==> config.mk <==
export PLATFORM = sky130hd
export DESIGN_NAME = descrambling_pcx_rle_decoder
export DESIGN_NICKNAME = d
export VERILOG_FILES = /design/src/design/pcxd_pkg.sv /design/src/design/descrambling_pcx_rle_decoder.sv
export SDC_FILE = /design/constraint.sdc
export NUM_CORES = 2
export LEC_CHECK = 0
export BUFFER_PORTS_ARGS = -buffer_cell sky130_fd_sc_hd__buf_2
export CORE_MARGIN = 1.5
export CORE_UTILIZATION = 40
export DETAILED_ROUTE_END_ITERATION = 8
export SYNTH_ARGS = -nofsm -noshare
export SYNTH_HDL_FRONTEND = slang
export SYNTH_SLANG_ARGS = --single-unit
==> constraint.sdc <==
create_clock -name clock -period 8.5 [get_ports clock]
set_input_delay 0.425 -clock clock [delete_from_list [all_inputs] [get_ports clock]]
set_output_delay 0.425 -clock clock [all_outputs]
set_load 0.05 [all_outputs]
==> src/design/pcxd_pkg.sv <==
`timescale 1ns / 1ps
// ----------------------------------------------------------------------------
// pcxd_pkg
// Shared types, codes and helpers for the descrambling pcx rle decoder.
// ----------------------------------------------------------------------------
package pcxd_pkg;

   localparam int HEADER_BYTES  = 128;
   localparam int PALETTE_BYTES = 768;

   // header layout
   localparam logic [23:0] BPP_OFFSET    = 24'd3;
   localparam logic [23:0] PLANES_OFFSET = 24'd65;
   localparam logic [23:0] BOUNDS_FIRST  = 24'd4;
   localparam logic [23:0] BOUNDS_LAST   = 24'd11;
   localparam logic [23:0] HEADER_END    = 24'(HEADER_BYTES - 1);
   localparam logic [23:0] DATA_FIRST    = 24'(HEADER_BYTES);
   localparam logic [23:0] PALETTE_SIZE  = 24'(PALETTE_BYTES);

   localparam logic [7:0] REQUIRED_BPP    = 8'd8;
   localparam logic [7:0] REQUIRED_PLANES = 8'd1;
   localparam logic [7:0] RUN_MARK        = 8'hC0;

   typedef enum logic [1:0] {
      KIND_PIXEL   = 2'd0,
      KIND_PALETTE = 2'd1,
      KIND_STATUS  = 2'd2
   } kind_type;

   typedef enum logic [2:0] {
      STATUS_OK          = 3'd0,
      STATUS_CHECKSUM    = 3'd1,
      STATUS_FORMAT      = 3'd2,
      STATUS_RUN_OVERRUN = 3'd3,
      STATUS_SHORT_IMAGE = 3'd4
   } status_type;

   typedef enum logic [1:0] {
      CSR_XOR_KEY       = 2'd0,
      CSR_CHECKSUM_SEED = 2'd1,
      CSR_FILE_SIZE     = 2'd2
   } csr_index_type;

   // hi - lo + 1 when positive, else zero
   function automatic logic [16:0] dim_calc(input logic [15:0] lo, input logic [15:0] hi);
      logic [17:0] diff;
      begin
         diff = {2'b00, hi} - {2'b00, lo} + 18'd1;
         dim_calc = (!diff[17] && (diff != 18'd0)) ? diff[16:0] : 17'd0;
      end
   endfunction

   function automatic status_type final_status(input logic [7:0] checksum,
                                               input status_type err,
                                               input logic short_file,
                                               input logic run_pending,
                                               input logic short_image);
      begin
         if (checksum != 8'd0)          final_status = STATUS_CHECKSUM;
         else if (err != STATUS_OK)     final_status = err;
         else if (short_file)           final_status = STATUS_FORMAT;
         else if (run_pending)          final_status = STATUS_RUN_OVERRUN;
         else if (short_image)          final_status = STATUS_SHORT_IMAGE;
         else                           final_status = STATUS_OK;
      end
   endfunction

endpackage

==> src/design/descrambling_pcx_rle_decoder.sv <==
`timescale 1ns / 1ps
// ----------------------------------------------------------------------------
// descrambling_pcx_rle_decoder
// Descrambles a pcx file byte by byte, checks it, reads the header and
// expands the rle pixel data and the trailing palette.
// ----------------------------------------------------------------------------
// A request carries one raw file byte. A small sequencer walks each byte
// through its steps: accept and descramble, size the image, decode, then give
// out the pixels, the palette byte or the closing status. The last header
// byte also passes through a pixel count multiply and a format check. While
// a byte is in the sequencer, req_stall holds off the next request.
// All results leave through one output register, so a stalled result
// channel also stalls the sequencer. Bytes past file_size are dropped with no
// result. After the final byte all file state clears for the next file.
module descrambling_pcx_rle_decoder #(
   parameter int MAX_PIXELS = 16777216
) (
   input  logic        clock,
   input  logic        reset,
   input  logic        req_valid,
   output logic        req_stall,
   input  logic [7:0]  req_data_byte,
   output logic        rsp_valid,
   input  logic        rsp_stall,
   output logic [1:0]  rsp_kind,
   output logic [7:0]  rsp_value,
   output logic [23:0] rsp_index,
   output logic [16:0] rsp_image_width,
   output logic [16:0] rsp_image_height,
   output logic [2:0]  rsp_status,
   output logic        rsp_file_done,
   output logic        rsp_last,
   input  logic        csr_we,
   input  logic [1:0]  csr_index,
   input  logic [23:0] csr_data
);

   localparam int PIX_W = $clog2(MAX_PIXELS + 1);
   localparam int SUM_W = ((PIX_W > 6) ? PIX_W : 6) + 1;

   typedef enum logic [2:0] {
      S_IDLE,
      S_DIM,
      S_MUL,
      S_FMT,
      S_DECODE,
      S_RUN,
      S_TAIL
   } state_type;

   state_type            state_ff;
   logic [7:0]           xor_key_ff;
   logic [7:0]           seed_ff;
   logic [23:0]          file_size_ff;
   logic [23:0]          byte_pos_ff;
   logic [7:0]           checksum_ff;
   logic [15:0]          bounds_ff [4];
   logic [7:0]           bpp_ff;
   logic [7:0]           planes_ff;
   logic [PIX_W-1:0]     target_ff;
   logic [PIX_W-1:0]     pix_cnt_ff;
   logic [6:0]           pending_ff;
   pcxd_pkg::status_type err_ff;

   // per request working registers
   logic [7:0]           data_ff;
   logic [23:0]          pos_ff;
   logic                 pal_emit_ff;
   logic [23:0]          pal_idx_ff;
   logic                 final_ff;
   logic                 emitted_ff;
   logic [16:0]          width_ff;
   logic [16:0]          height_ff;
   logic [33:0]          prod_ff;
   logic [5:0]           run_cnt_ff;

   // result register
   logic                 rsp_valid_ff;
   pcxd_pkg::kind_type   rsp_kind_ff;
   logic [7:0]           rsp_value_ff;
   logic [23:0]          rsp_index_ff;
   logic [16:0]          rsp_width_ff;
   logic [16:0]          rsp_height_ff;
   pcxd_pkg::status_type rsp_status_ff;
   logic                 rsp_file_done_ff;
   logic                 rsp_last_ff;

   logic                 accept;
   logic                 slot_free;
   logic [7:0]           plain_in;
   logic [7:0]           checksum_in;
   logic [23:0]          pal_start_in;
   logic [2:0]           bound_off;
   logic [PIX_W-1:0]     pix_cnt_in;
   logic [SUM_W-1:0]     run_end;
   logic                 run_overrun;
   logic                 short_file;
   pcxd_pkg::status_type status_after_pixel;
   pcxd_pkg::status_type status_at_tail;

   assign req_stall = (state_ff != S_IDLE);
   assign accept    = req_valid && !req_stall;
   assign slot_free = !rsp_valid_ff || !rsp_stall;

   assign plain_in     = req_data_byte ^ xor_key_ff;
   assign checksum_in  = checksum_ff - req_data_byte;
   assign pal_start_in = (file_size_ff >= pcxd_pkg::PALETTE_SIZE)
                         ? (file_size_ff - pcxd_pkg::PALETTE_SIZE) : 24'd0;
   assign bound_off    = 3'(byte_pos_ff - pcxd_pkg::BOUNDS_FIRST);
   assign pix_cnt_in   = pix_cnt_ff + PIX_W'(1);
   assign run_end      = SUM_W'(pix_cnt_ff) + SUM_W'(data_ff[5:0]);
   assign run_overrun  = run_end > SUM_W'(target_ff);
   assign short_file   = file_size_ff < pcxd_pkg::DATA_FIRST;

   assign status_after_pixel = pcxd_pkg::final_status(checksum_ff, err_ff, short_file,
                                                      pending_ff[6], pix_cnt_in < target_ff);
   assign status_at_tail     = pcxd_pkg::final_status(checksum_ff, err_ff, short_file,
                                                      pending_ff[6], pix_cnt_ff < target_ff);

   always_ff @(posedge clock) begin
      if (reset) begin
         state_ff     <= S_IDLE;
         xor_key_ff   <= 8'd0;
         seed_ff      <= 8'd0;
         file_size_ff <= 24'd0;
         byte_pos_ff  <= 24'd0;
         checksum_ff  <= 8'd0;
         for (int i = 0; i < 4; i++) bounds_ff[i] <= 16'd0;
         bpp_ff       <= 8'd0;
         planes_ff    <= 8'd0;
         target_ff    <= '0;
         pix_cnt_ff   <= '0;
         pending_ff   <= 7'd0;
         err_ff       <= pcxd_pkg::STATUS_OK;
         emitted_ff   <= 1'b0;
         rsp_valid_ff <= 1'b0;
      end else begin
         if (!rsp_stall) rsp_valid_ff <= 1'b0;

         if (csr_we) begin
            case (csr_index)
               pcxd_pkg::CSR_XOR_KEY: xor_key_ff <= csr_data[7:0];
               pcxd_pkg::CSR_CHECKSUM_SEED: begin
                  seed_ff <= csr_data[7:0];
                  if (byte_pos_ff == 24'd0) checksum_ff <= csr_data[7:0];
               end
               pcxd_pkg::CSR_FILE_SIZE: file_size_ff <= csr_data;
               default: ;
            endcase
         end

         case (state_ff)
            S_IDLE: begin
               if (accept && (byte_pos_ff < file_size_ff)) begin
                  data_ff     <= plain_in;
                  pos_ff      <= byte_pos_ff;
                  checksum_ff <= checksum_in;
                  byte_pos_ff <= byte_pos_ff + 24'd1;
                  pal_emit_ff <= byte_pos_ff >= pal_start_in;
                  pal_idx_ff  <= byte_pos_ff - pal_start_in;
                  final_ff    <= (byte_pos_ff + 24'd1) == file_size_ff;
                  emitted_ff  <= 1'b0;
                  if (byte_pos_ff == pcxd_pkg::BPP_OFFSET) bpp_ff <= plain_in;
                  else if (byte_pos_ff == pcxd_pkg::PLANES_OFFSET) planes_ff <= plain_in;
                  else if ((byte_pos_ff >= pcxd_pkg::BOUNDS_FIRST) &&
                           (byte_pos_ff <= pcxd_pkg::BOUNDS_LAST)) begin
                     // little-endian words, low byte at the even offset
                     if (bound_off[0]) bounds_ff[bound_off[2:1]][15:8] <= plain_in;
                     else              bounds_ff[bound_off[2:1]][7:0]  <= plain_in;
                  end
                  state_ff <= S_DIM;
               end
            end

            S_DIM: begin
               if (pos_ff >= pcxd_pkg::HEADER_END) begin
                  width_ff  <= pcxd_pkg::dim_calc(bounds_ff[0], bounds_ff[2]);
                  height_ff <= pcxd_pkg::dim_calc(bounds_ff[1], bounds_ff[3]);
               end else begin
                  width_ff  <= 17'd0;
                  height_ff <= 17'd0;
               end
               state_ff <= (pos_ff == pcxd_pkg::HEADER_END) ? S_MUL : S_DECODE;
            end

            S_MUL: begin
               prod_ff  <= 34'(width_ff) * 34'(height_ff);
               state_ff <= S_FMT;
            end

            S_FMT: begin
               target_ff <= '0;
               if ((bpp_ff != pcxd_pkg::REQUIRED_BPP) ||
                   (planes_ff != pcxd_pkg::REQUIRED_PLANES) ||
                   (prod_ff > 34'(MAX_PIXELS))) begin
                  if (err_ff == pcxd_pkg::STATUS_OK) err_ff <= pcxd_pkg::STATUS_FORMAT;
               end else begin
                  target_ff <= PIX_W'(prod_ff);
               end
               state_ff <= S_DECODE;
            end

            S_DECODE: begin
               state_ff <= S_TAIL;
               if ((pos_ff >= pcxd_pkg::DATA_FIRST) && (err_ff == pcxd_pkg::STATUS_OK)) begin
                  if (pending_ff[6]) begin
                     pending_ff <= 7'd0;
                     if (pending_ff[5:0] != 6'd0) begin
                        run_cnt_ff <= pending_ff[5:0];
                        state_ff   <= S_RUN;
                     end
                  end else if (pix_cnt_ff < target_ff) begin
                     if (data_ff >= pcxd_pkg::RUN_MARK) begin
                        if (run_overrun) err_ff <= pcxd_pkg::STATUS_RUN_OVERRUN;
                        else             pending_ff <= {1'b1, data_ff[5:0]};
                     end else begin
                        // a literal is a run of one
                        run_cnt_ff <= 6'd1;
                        state_ff   <= S_RUN;
                     end
                  end
               end
            end

            S_RUN: begin
               if (slot_free) begin
                  rsp_valid_ff     <= 1'b1;
                  rsp_kind_ff      <= pcxd_pkg::KIND_PIXEL;
                  rsp_value_ff     <= data_ff;
                  rsp_index_ff     <= 24'(pix_cnt_ff);
                  rsp_width_ff     <= width_ff;
                  rsp_height_ff    <= height_ff;
                  rsp_last_ff      <= (run_cnt_ff == 6'd1) && !pal_emit_ff;
                  rsp_file_done_ff <= (run_cnt_ff == 6'd1) && !pal_emit_ff && final_ff;
                  rsp_status_ff    <= ((run_cnt_ff == 6'd1) && !pal_emit_ff && final_ff)
                                      ? status_after_pixel : err_ff;
                  emitted_ff       <= 1'b1;
                  pix_cnt_ff       <= pix_cnt_in;
                  run_cnt_ff       <= run_cnt_ff - 6'd1;
                  if (run_cnt_ff == 6'd1) state_ff <= S_TAIL;
               end
            end

            S_TAIL: begin
               if (pal_emit_ff || (final_ff && !emitted_ff)) begin
                  if (slot_free) begin
                     rsp_valid_ff     <= 1'b1;
                     rsp_kind_ff      <= pal_emit_ff ? pcxd_pkg::KIND_PALETTE
                                                     : pcxd_pkg::KIND_STATUS;
                     rsp_value_ff     <= pal_emit_ff ? data_ff : 8'd0;
                     rsp_index_ff     <= pal_emit_ff ? pal_idx_ff : 24'd0;
                     rsp_width_ff     <= width_ff;
                     rsp_height_ff    <= height_ff;
                     rsp_last_ff      <= 1'b1;
                     rsp_file_done_ff <= final_ff;
                     rsp_status_ff    <= final_ff ? status_at_tail : err_ff;
                     state_ff         <= S_IDLE;
                  end
               end else begin
                  state_ff <= S_IDLE;
               end
               // re-arm for the next file once the closing result is out
               if (final_ff && (slot_free || !(pal_emit_ff || !emitted_ff))) begin
                  byte_pos_ff <= 24'd0;
                  checksum_ff <= seed_ff;
                  for (int i = 0; i < 4; i++) bounds_ff[i] <= 16'd0;
                  bpp_ff      <= 8'd0;
                  planes_ff   <= 8'd0;
                  target_ff   <= '0;
                  pix_cnt_ff  <= '0;
                  pending_ff  <= 7'd0;
                  err_ff      <= pcxd_pkg::STATUS_OK;
               end
            end

            default: state_ff <= S_IDLE;
         endcase
      end
   end

   assign rsp_valid        = rsp_valid_ff;
   assign rsp_kind         = rsp_kind_ff;
   assign rsp_value        = rsp_value_ff;
   assign rsp_index        = rsp_index_ff;
   assign rsp_image_width  = rsp_width_ff;
   assign rsp_image_height = rsp_height_ff;
   assign rsp_status       = rsp_status_ff;
   assign rsp_file_done    = rsp_file_done_ff;
   assign rsp_last         = rsp_last_ff;

endmodule
Word-level counts from Yosys, hierarchy flattened
Memories as Yosys holds them, arrays and structs flattened.
Index checks and enable logic that the tools add are counted.
{ "totals": {"regBits": 358, "ram_bits": 64, "in_bits": 39, "output_inout_bits": 75, "word_cells": 303, "mem_count": 1} }
{ "mem_list": {"columns": ["memory", "words", "word_bits", "read_ports", "rd_ports_with_merged_regs", "wr", "line", "source"], "rows": [
  ["bounds_ff", 4, 16, 4, 0, 4, "descrambling_pcx_rle_decoder.sv:57", "logic [15:0] bounds_ff [4];"]
]} }
{ "op_classes": {"add_sub_neg": 12, "mul": 1, "n_lt_le_gt_ge": 13, "eq_ne": 37, "n_mux": 138, "bitwise_logic": 6, "reduce_logical": 63} }
{ "ops": {"columns": ["cell", "count"], "rows": [
  ["24-bit 2-to-1 mux", 7],
  ["8-bit 2-to-1 mux", 15],
  ["25-bit case mux with 2 select lines", 2],
  ["24-bit case mux with 2 select lines", 2],
  ["3-bit 2-to-1 mux", 31],
  ["16-bit 2-to-1 mux", 5],
  ["25-bit 2-to-1 mux", 3],
  ["17-bit 2-to-1 mux", 4],
  ["17-bit case mux with 2 select lines", 2],
  ["8-bit case mux with 2 select lines", 4],
  ["25-bit less-than comparator", 2],
  ["24-bit by 7-bit == test with 1-bit output, second input constant", 2],
  ["7-bit 2-to-1 mux", 6],
  ["17-bit by 2-bit adder with 18-bit output, second input constant", 2],
  ["6-bit 2-to-1 mux", 6],
  ["18-bit nonzero test", 2],
  ["34-bit by 25-bit > comparator with 1-bit output, second input constant", 1],
  ["17-bit by 17-bit multiplier with 34-bit output", 1],
  ["16-bit by 16-bit subtractor with 17-bit output", 2],
  ["1-bit 2-to-1 mux", 32],
  ["2-bit != test, second input constant", 16],
  ["25-bit by 6-bit adder with 26-bit output", 1],
  ["26-bit by 25-bit > comparator with 1-bit output", 1],
  ["25-bit by 1-bit adder with 25-bit output, second input constant", 1],
  ["55 further kinds", 120]
]} }

Logic depth before layout (Yosys ltp)
{ "depth": {"ltp_word": 11, "mapped_depth": 25, "depth_no_buf": 24} }

Least setup slack after synthesis
OpenSTA, ideal clock, no wires.
{ "synth_timing": {"kind": "register to register", "from": "register height_ff[9]", "to": "register prod_ff[32], data pin", "setup_time_ns": 0.261, "arrival_time_ns": 6.057, "required_ns": 8.239, "slack_ns": 2.182, "stages_incl_launch_ff": 25, "path_buffers": 2, "period_less_slack_ns": 6.318, "path_cell_list": "edfxtp_1 clkbuf_1 clkbuf_1 nand2_1 fa_1 inv_1 fa_1 inv_1 fa_1 inv_1 fa_1 fa_1 inv_1 fa_1 inv_1 ha_1 nand3_1 nor2_1 o21ai_0 a21oi_1 o41ai_1 a21oi_1 o2111ai_1 a31oi_1 a311o_1"} }
{ "synth_between": {"elab_chain_len": 1} }
{ "synth_rtl": {"columns": ["element", "line", "source"], "rows": [
  ["start: declaration", "descrambling_pcx_rle_decoder.sv:73", "logic [16:0] height_ff;"],
  ["start signal: assignment", "descrambling_pcx_rle_decoder.sv:178", "height_ff <= pcxd_pkg::dim_calc(bounds_ff[1], bounds_ff[3]);"],
  ["17-bit by 17-bit multiplier with 34-bit output", "descrambling_pcx_rle_decoder.sv:187", "prod_ff <= 34'(width_ff) * 34'(height_ff);"],
  ["end signal: assignment", "descrambling_pcx_rle_decoder.sv:187", null],
  ["end: declaration", "descrambling_pcx_rle_decoder.sv:74", "logic [33:0] prod_ff;"]
]} }
Every way passes these cells.
A chain may end at the register's enable or synchronous reset.

Worst setup path in the final report
{ "layout_timing": {"from": "register height_ff[7]", "to": "register prod_ff[32], data pin"} }
Same word-level chain as after synthesis.

==> metrics.cfg <==
[outcome]
status = completed

[yosys]
yosys_warnings = 0
synth.area.top_cells = edfxtp_1, fa_1, ha_1, dfxtp_1, nand2_1
syn_area_per_cell_sq_um = 9.360
synth_top_area_share_pct = 23.68
async_reset_ff_share_pct = 0
yosysUniqueCellTypes = 102
synth_fp_nets = 4197
synthMostInstantiatedCell = nand2_1
synth_top_cell_by_area = edfxtp_1
synth_seq_cells = 421
ys.flop_type = edfxtp_1
yosysSeqAreaShare_pct = 32.60
synthTopCellsByCount = nand2_1, inv_1, ha_1
syn-cell-area_sq_um = 34120
synth-edff-count = 269
syn_inst = 3645

[floorplan]
dieWidth_um = 295.0
die-area_sq_um = 87050
start_util_pct = 40.57
io_pins = 114
num_rows = 106
core_sq_um = 84090
die_h_um = 295.0

[global_routing]
grt_usage_pct = 21.08
grt_pass1_vias = 25955
antenna_found_initial = 3
grt_pass1_wl_um = 144500
grt_max_degree = 72
grt_overflow_total = 0

[critical_path]
cp_common_cell = fa_1
critPathMaxFanout = 18
max_stage_delay_ns = 0.76
arrival_ns = 7.58
crit_chain = and2_1 -> fa_1 -> inv_1 -> fa_1 -> fa_1 -> inv_1 -> ha_1 -> fa_1 -> inv_1 -> fa_1 -> inv_1 -> ha_1 -> a2111oi_0 -> a21oi_1 -> o41ai_1 -> a21oi_1 -> o2111ai_1 -> a31oi_1 -> a311o_1
slowest_stage = o41ai_1
cp-end-kind = register
startpoint_type = register
path_class = register to register
worstPathRequired_ns = 8.88

[timing]
max_slew.worst_pin.slew_ns = 1.240
hold_viol = 0
grt_setup_unrepaired = false
fin_ws_ns = 1.296
finalSetupViolCount = 0
fin_tns_setup_ns = 0
fmax_mhz = 138.8
period_needed_ns = 7.204
fin_crit_sh_pct = 84.75
slew_headroom_pct = 16.61
maxSlewViolCount = 0
fin_skew_ns = 0.1085

[placement]
dp_hpwl_um = 68320
place_congestion = 0.8550
port_buffers = 113
dp_slack_ns = 1.227
dpl.cell_count = 4776

[clock_tree]
root_buffer = clkbuf_16
clk_pin_slew_worst_paths_ns = 0.06
clock_latency_ns = 0.66
numCtsBuffers = 50
clk_path_buf_depth = 3
tritoncts = done
htree_levels = 2
numClockSinks = 421

[layout]
drive_gt1_share_pct = 8.502
fin_cells = 4889
fillers = 8230
area_growth_pct = 10.76
nNetsFinal = 4262

[detailed_routing]
drt_wl_total_um = 91050
vias = 26430
drt-initial-drc-count = 1561
avgRoutedWirePerCell_um = 18.62
via_per_inst = 5.406
drcViolationCount = 0
postRouteAntennaNets = 0
first_pass_iters = 5

[pwr]
max-vdd-ir-drop_mv = 0.7874
p_leak_nw = 16.05
power_per_cell_area_nw_per_um2 = 430.0

[min_path]
hold_class = input port to register

[job]
max_cap_violations = 0

[report_power, final]
| part | internal, mW | switching [mW] | leakage (nW) |
|---|---|---|---|
| logic | 4.55 | 6.28 | 11.4 |
| clock network | 1.29 | 0.954 | 0.841 |
| registers | 2.97 | 0.212 | 3.77 |
| total | 8.80 | 7.45 | 16.0 |
[cell type report]
class / instances / area [sq um] / share of cell area [%]
Clock buffer: 63 / 1413 / 3.738
Antenna cell: 3 / 7.507 / 0.01987
Clock inverter: 31 / 320.3 / 0.8477
Sequential cell: 421 / 11120 / 29.43
Multi-Input combinational cell: 2624 / 20770 / 54.98
Inverter: 434 / 1629 / 4.311
Tap cell: 1134 / 1419 / 3.755
Timing Repair Buffer: 179 / 1104 / 2.921
[per-layer routing]
metal	vias up	global-route usage, %	wire [um]
li1	12680	-	-
met1	12912	28.99	41230
met2	676	34.59	42440
met3	162	2.511	4506
met4	0	6.729	2874
met5	-	0	0
[repair_timing]
item | 4_1_cts | 5_1_grt
resized for setup | 0 | 0
endpoints found under the hold margin | 16 | 0
setup endpoints to repair | 0 | 0
hold buffers | 16 | 0
buffers inserted | 0 | 0
[cells by family after synthesis]
logic type,share of synthesized area (%)
mux,1.247
compound gates,11.55
flops,32.60
xor+xnor,5.406
buf+inv,6.682
simple gates,18.66
fa+ha+maj,23.85
[per-stage QoR]
| stage | area, sq um | hold WS (ns) | power (mW) | util [%] |
|---|---|---|---|---|
| global route | 37780 | 0.05422 | 18.07 | 44.93 |
| CTS | 37780 | 0.02275 | 16.49 | 44.93 |
| floorplan | 34120 | 0.4244 | 11.47 | - |
| finish | 37790 | 0.06494 | 16.25 | 44.94 |
| detailed placement | 35890 | 0.4513 | 14.15 | 42.68 |
| global placement | 35890 | 0.4445 | 14.05 | 42.68 |
[flip-flops by register name (all words and copies together), names as in the netlist, 17 cells and up]
signal and cells:
pal_idx_ff 24, bounds_ff 64, prod_ff 34, pix_cnt_ff 25, height_ff 17, target_ff 25, rsp_image_height 17, rsp_image_width 17
pos_ff 24, width_ff 17, file_size_ff 24, rsp_index 24, byte_pos_ff 24
[final timing paths]
path | from | to | slack [ns] | depth (start not counted)
max | height_ff[7] | prod_ff[32] | 1.30 | 19
max reg2reg | height_ff[7] | prod_ff[32] | 1.30 | 19
min | csr_data[5] | seed_ff[5] | 0.06 | 3
min reg2reg | seed_ff[3] | seed_ff[3] | 0.46 | 2
[critical path, delay by kind of cell (launching register included)]
kind	cells	cell delay (ns)
and+or+nand+nor	1	0.30
DFF	1	0.66
adders and majority gates	7	3.27
buffers and inverters	4	0.20
AOI/OAI and AO/OA	7	2.51
[cells in the final DEF (no fill, tap or decap), types with 19 or more instances in the layout]
cell type | netlist | final
nand2_1 | 440 | 439
inv_1 | 432 | 431
ha_1 | 284 | 284
edfxtp_1 | 269 | 269
fa_1 | 229 | 229
nor2_1 | 213 | 213
a21oi_1 | 153 | 153
dfxtp_1 | 152 | 152
xnor2_1 | 133 | 133
and2_1 | 132 | 132
buf_2 | 6 | 112
nand3_1 | 101 | 101
nor4_1 | 84 | 83
o21ai_0 | 76 | 76
nor3_1 | 73 | 73
xor2_1 | 72 | 72
a21o_1 | 61 | 61
nand4_1 | 53 | 53
clkbuf_16 | 0 | 52
buf_4 | 1 | 51
mux2i_1 | 38 | 38
nor2b_1 | 36 | 36
o21a_1 | 36 | 36
a31oi_1 | 35 | 35
a22oi_1 | 34 | 34
and3_1 | 28 | 27
nand2b_1 | 21 | 21
a311oi_1 | 19 | 19
No activity file was read; power rests on OpenSTA's default activity.
